<file path="config.mk">
export PLATFORM = sky130hd
export DESIGN_NAME = tdpt_div
export DESIGN_NICKNAME = d
export VERILOG_FILES = /design/src/tdpt_div.sv
export SDC_FILE = /design/constraint.sdc
export NUM_CORES = 1
export LEC_CHECK = 0
export BUFFER_PORTS_ARGS = -buffer_cell sky130_fd_sc_hd__buf_2
export CORE_UTILIZATION = 53
export CTS_CLUSTER_SIZE = 16
export DETAILED_ROUTE_END_ITERATION = 8
export PLACE_DENSITY = 0.92
export SETUP_SLACK_MARGIN = 0.3
export SLEW_MARGIN = 0
export SYNTH_ARGS = -nofsm -noshare
export SYNTH_HDL_FRONTEND = slang
export SYNTH_SLANG_ARGS = --single-unit
</file>
<file path="constraint.sdc">
create_clock -name clk -period 3.8 [get_ports clk]
set_input_delay 0.76 -clock clk [delete_from_list [all_inputs] [get_ports clk]]
set_output_delay 0.76 -clock clk [all_outputs]
set_load 0.1 [all_outputs]
</file>
<file path="src/tdpt_div.sv">
// Bit-serial restoring divider: one quotient bit per cycle.
// Standalone; instantiated by trial_division_prime_test.
module tdpt_div #(
    parameter int VALUE_WIDTH = 31
) (
    input  logic                   clk,
    input  logic                   rst_n,
    input  logic                   start,
    input  logic [VALUE_WIDTH-1:0] dividend,
    input  logic [VALUE_WIDTH-1:0] divisor,
    output logic                   done,
    output logic [VALUE_WIDTH-1:0] quotient,
    output logic [VALUE_WIDTH-1:0] remainder
);

    localparam int CW = $clog2(VALUE_WIDTH + 1);

    logic                   busy_reg;
    logic                   done_reg;
    logic [CW-1:0]          cnt_reg;
    logic [VALUE_WIDTH-1:0] quo_reg;
    logic [VALUE_WIDTH-1:0] rem_reg;

    logic [VALUE_WIDTH:0]   trial;
    logic [VALUE_WIDTH:0]   diff;
    logic                   ge;
    logic [VALUE_WIDTH-1:0] rem_next;

    // One shift-and-subtract step of the shared unit
    always_comb
    begin
        trial    = {rem_reg, quo_reg[VALUE_WIDTH-1]};
        ge       = (trial >= {1'b0, divisor});
        diff     = trial - {1'b0, divisor};
        rem_next = ge ? diff[VALUE_WIDTH-1:0] : trial[VALUE_WIDTH-1:0];
    end

    always_ff @(posedge clk or negedge rst_n)
    begin
        if (!rst_n)
        begin
            busy_reg <= 1'b0;
            done_reg <= 1'b0;
            cnt_reg  <= '0;
        end
        else
        begin
            done_reg <= busy_reg && (cnt_reg == CW'(1));
            if (start)
            begin
                busy_reg <= 1'b1;
                cnt_reg  <= CW'(VALUE_WIDTH);
            end
            else if (busy_reg)
            begin
                cnt_reg <= cnt_reg - CW'(1);
                if (cnt_reg == CW'(1))
                begin
                    busy_reg <= 1'b0;
                end
            end
        end
    end

    // Datapath: dividend shifts out of quo_reg as quotient bits shift in
    always_ff @(posedge clk)
    begin
        if (start)
        begin
            quo_reg <= dividend;
            rem_reg <= '0;
        end
        else if (busy_reg)
        begin
            quo_reg <= {quo_reg[VALUE_WIDTH-2:0], ge};
            rem_reg <= rem_next;
        end
    end

    assign done      = done_reg;
    assign quotient  = quo_reg;
    assign remainder = rem_reg;

endmodule

</file>
# == After elaboration in Yosys (flattened, before gate mapping) ==
# Index checks and enable logic that the tools add are counted.
# word_totals
regBits,69
inputBits,65
out_inout_bits,63
elab_cells,19
# op_classes
n_addsub,2
magnitude_cmp,1
eq_ne,1
muxes,8
n_reduce_logical,2
# op_table
operator,count
$mux 31,3
$ge 32x31->1,1
$sub 31x31->31,1
$mux 5,2
$eq 5x1->1 const B,1
$sub 5x1->5 const B,1
$mux 1,3
$reduce_bool 2->1,1
$logic_and 1x1->1,1

# == Longest topological paths before layout ==
# depth
word_depth,4
depth_mapped,13
depth_no_buf,12

# == Least setup slack after synthesis ==
# Ideal clock, no wire load.
# synth_path
path_type,register -> register
start,reg quo_reg[30] (netlist: quotient[30])
end,reg rem_reg[7] (netlist: remainder[7])
setup_ns,0.091
arrival_time_ns,3.385
required_time_ns,3.709
setup_slack_ns,0.324
stages_incl_launch_ff,12
n_path_buf,0
synth_period_minus_slack_ns,3.476
cell_sequence,edfxtp_1 inv_1 ha_1 fa_1 nand2b_1 a21oi_1 o21ai_1 a21oi_1 o221a_2 o32ai_4 or3_1 a311oi_1
# synth_via
elab_chain_cells,2
word_cells_on_any_way,3
classes_between,add/sub (1); order compare (1); mux (1)
# synth_rtl
element,line,text
from (decl),21,logic [VALUE_WIDTH-1:0] quo_reg;
from (signal assigned),70,quo_reg <= dividend;
from (signal assigned),75,"quo_reg <= {quo_reg[VALUE_WIDTH-2:0], ge};"
$sub 31x31->31 / $ge 32x31->1 (equally long branches),"34, 33",
$mux 31 *,35,rem_next = ge ? diff[VALUE_WIDTH-1:0] : trial[VALUE_WIDTH-1:0];
to (signal assigned),76,rem_reg <= rem_next;
to (decl),22,logic [VALUE_WIDTH-1:0] rem_reg;
# Every way passes the cells marked *; elsewhere a longest branch is shown, timed or not.
# A chain may end at the register's enable or synchronous reset.

# == Worst setup path in the final report ==
# layout_path
start,in divisor[7]
end,reg rem_reg[9] (netlist: remainder[9])
# layout_via
elab_chain_cells,2
word_cells_on_any_way,3
classes_between,add/sub (1); order compare (1); mux (1)
# layout_rtl
element,line,text
from (decl),10,"input logic [VALUE_WIDTH-1:0] divisor,"
$sub 31x31->31 / $ge 32x31->1 (equally long branches),"34, 33",
$mux 31 *,35,
# Marks and branches as above.

==> flow_metrics.py <==
metrics = {
    "critical_path": {
        "crit_chain": "buf_2, inv_1, ha_1, a21o_1, or3_1, o21ai_1, a21oi_1, o221a_2, o32ai_4, buf_4, nand2_1, a311oi_1",
        "cp-end-kind": "flop",
        "max_stage_delay_ns": 0.41,
        "critPathMaxFanout": 14,
        "cp_top_family": "compound AO/OA/AOI/OAI gates",
        "rrSetupSlack_ns": 0.63,
        "worstSetupPathType": "in -> reg",
        "crit_required_ns": 4.05,
        "cp_slowest_cell": "o32ai_4",
        "worstPathArrival_ns": 3.53,
        "cp-start-kind": "input pin",
        "crit_buf_inv": 3,
    },
    "grt": {
        "grt_max_degree": 42,
        "grt_pass1_vias": 4085,
        "grt_overflow": 0,
        "antenna_found_initial": 0,
        "grt_pass1_wl_um": 18400,
        "grt_usage_pct": 25.8,
    },
    "worst_hold_path": {
        "hp-class": "in -> async",
    },
    "yosys": {
        "synth_seq_area_share_pct": 37.0,
        "yosysMostFrequentCell": "nor2_1",
        "yosys_warnings": 0,
        "synth_nets": 620,
        "ys_ff_latch": 69,
        "syn_area_per_cell_um2": 8.95,
        "synth_cells": 521,
        "synthTopCellsByCount": "51 x nor2_1, 50 x a21oi_1, 46 x nand2_1, 42 x inv_1, 33 x ha_1",
        "synth-main-ff-cell": "edfxtp_1",
        "yosys.cell_types.count": 57,
        "yosysTopAreaCell": "edfxtp_1",
        "syn-cell-area_um2": 4660,
        "synth-edff-count": 31,
        "yosys-top-cells-area": "edfxtp_1 20%, dfxtp_1 13%, ha_1 8.9%",
        "synth_top_area_share_pct": 20.0,
        "synth-async-reset-ratio_pct": 10.1,
    },
    "detailed_routing": {
        "top_layer": "met4",
        "wl_per_cell_um": 15.6,
        "wl_met2_um": 5690,
        "antenna_left": 0,
        "num_vias": 4419,
        "postRouteWirelength_um": 11800,
        "routed_via_density": 5.83,
        "drtIter0Drc": 223,
        "drc": 0,
        "m1WireLength_um": 5070,
        "drt_first_pass_iters": 4,
        "dr_wl_met3_um": 789,
    },
    "timing": {
        "tightestPinTransition_ns": 1.00,
        "min_period_over_period_pct": 86.4,
        "slew_headroom_pct": 33.0,
        "rsz0062_at_grt": "no",
        "fin_hold_ws_ns": 0.230,
        "finClkSkew_ns": 0.0138,
        "finalHoldViolCount": 0,
        "finalSetupViolations": 0,
        "tns_ns": 0,
        "drv_slew": 0,
        "clock.fmax_mhz": 305,
        "setup_slack_ns": 0.518,
        "period_minus_slack_ns": 3.28,
    },
    "finish": {
        "area_delta_synth_final_pct": 21.3,
        "drive_above_1_share_pct": 29.1,
        "finalNonFillerCells": 758,
        "nets": 747,
        "num_antenna_cells": 0,
        "fin_util_pct": 67.5,
    },
    "power": {
        "p_leak_nw": 2.70,
        "powerDensity_nw_per_um2": 361,
        "swShare_pct": 35.4,
        "clkPwrFrac_pct": 33.6,
        "netSwitchingPower_uw": 723,
        "internal_power_mw": 1.32,
        "ir_worst_vdd_mv": 0.175,
        "power_frac_seq_pct": 41.3,
        "combPwrFrac_pct": 25.1,
    },
    "clock_network": {
        "insertion_delay_ns": 0.36,
        "cts_hold_buf": 0,
        "path_clk_slew_ns": 0.08,
        "clk_path_buf_depth": 2,
        "cts_tree": "yes",
        "cts_root_buf": "clkbuf_8",
        "cts_made_buffers": 9,
        "clock-sinks": 69,
        "htree_num_levels": 3,
    },
    "placed_design": {
        "io_buffers": 127,
        "gp_congestion": 0.908,
        "dp_hpwl_um": 8800,
        "dpl.cell_count": 741,
        "place_ws_ns": 0.0747,
    },
    "die": {
        "core_area_um2": 8380,
        "die_w_um": 95.8,
        "die-area_um2": 9180,
        "rows": 33,
        "fp.dieH_um": 95.8,
        "initial_core_util_pct": 55.6,
        "io_pins": 128,
    },
    "outcome": {
        "status": "finished clean",
    },
    "run": {
        "cap_violations": 0,
    },
}
## final cells by class
type | count | area [µm²]
multi-input cells | 389 | 2710
clock buffers | 9 | 124
flip-flops and latches | 69 | 1730
clock inverters | 7 | 98.8
well taps | 105 | 131
repair buffers | 137 | 711
inverters | 42 | 158
fillers | 711 | 2730
## placed cells by master (no fill, tap or decap), types with 3 or more instances in the layout
cell type,n
xnor2_1,16
a21oi_1,50
inv_1,42
ha_1,33
nand2_1,46
nor3_1,9
dfrtp_1,7
edfxtp_1,31
xor2_1,11
a31oi_1,4
or3_1,3
a2111oi_0,3
buf_4,10
nor2b_1,3
mux2_2,30
dfxtp_1,31
o211ai_1,7
buf_2,127
nor2_1,51
clkbuf_8,9
o21bai_1,5
o31ai_1,3
nand2b_1,6
nand3_1,7
and3_1,4
a211oi_1,18
a21boi_0,5
o21a_1,3
o21ai_0,20
nand4_1,5
a21o_1,10
a311oi_1,5
## final timing paths
kind	from	end	cells past startpoint
worst max-delay path	divisor[7]	remainder[9]$_SDFFE_PP0P_	12
worst min-delay path	rst_n	cnt_reg[1]$_DFFE_PN0P_	1
worst max register to register	quotient[30]$_DFFE_PP_	remainder[7]$_SDFFE_PP0P_	11
worst min register to register	remainder[21]$_SDFFE_PP0P_	remainder[21]$_SDFFE_PP0P_	2
max in group asynchronous	rst_n	busy_reg$_DFF_PN0_	1
min in group clk	remainder[21]$_SDFFE_PP0P_	remainder[21]$_SDFFE_PP0P_	2
## worst register-to-register path, delay by kind of cell, from the launching register on
kind,cells,cell delay [ns]
DFF,1,0.40
adders and majority gates,2,0.61
AOI/OAI and AO/OA,6,1.39
buffers and inverters,1,0.06
and+or+nand+nor,2,0.64
## through the flow
stage / power, mW / instance area, µm²
final: 2.04 / 5660
after global routing: 2.12 / 5660
after CTS: 2.04 / 5640
after detailed placement: 1.37 / 5420
after global placement: 1.36 / 5420
after floorplan: 1.27 / 4660
## what timing repair did
action                                  in CTS  in global routing
endpoints found under the setup margin       0                 10
setup buffers                                0                  0
gates resized for setup                      0                  0
## cells by family after synthesis
group / Yosys count / share of synthesized area (%)
compound gates: 154 / 22.2
xor+xnor: 27 / 5.07
fa+ha+maj: 34 / 9.28
buf+inv: 64 / 5.26
flops: 69 / 37.0
mux: 31 / 7.46
simple gates: 142 / 13.7
## routing by layer
layer  vias up  GRT usage [%]
li1       2156              -
met5         -              0
met1      2060           31.5
met3        27           5.77
met2       176           44.0
met4         0           10.2
## power groups by stage
stage	clock (mW)	sequential, mW	combinational (mW)
2_1_floorplan	0	1.12	0.144
3_3_place_gp	0	0.856	0.502
3_5_place_dp	0	0.860	0.510
4_1_cts	0.689	0.843	0.513
5_1_grt	0.726	0.847	0.544
6_report	0.686	0.842	0.513
Power figures use the tool's default switching activity.
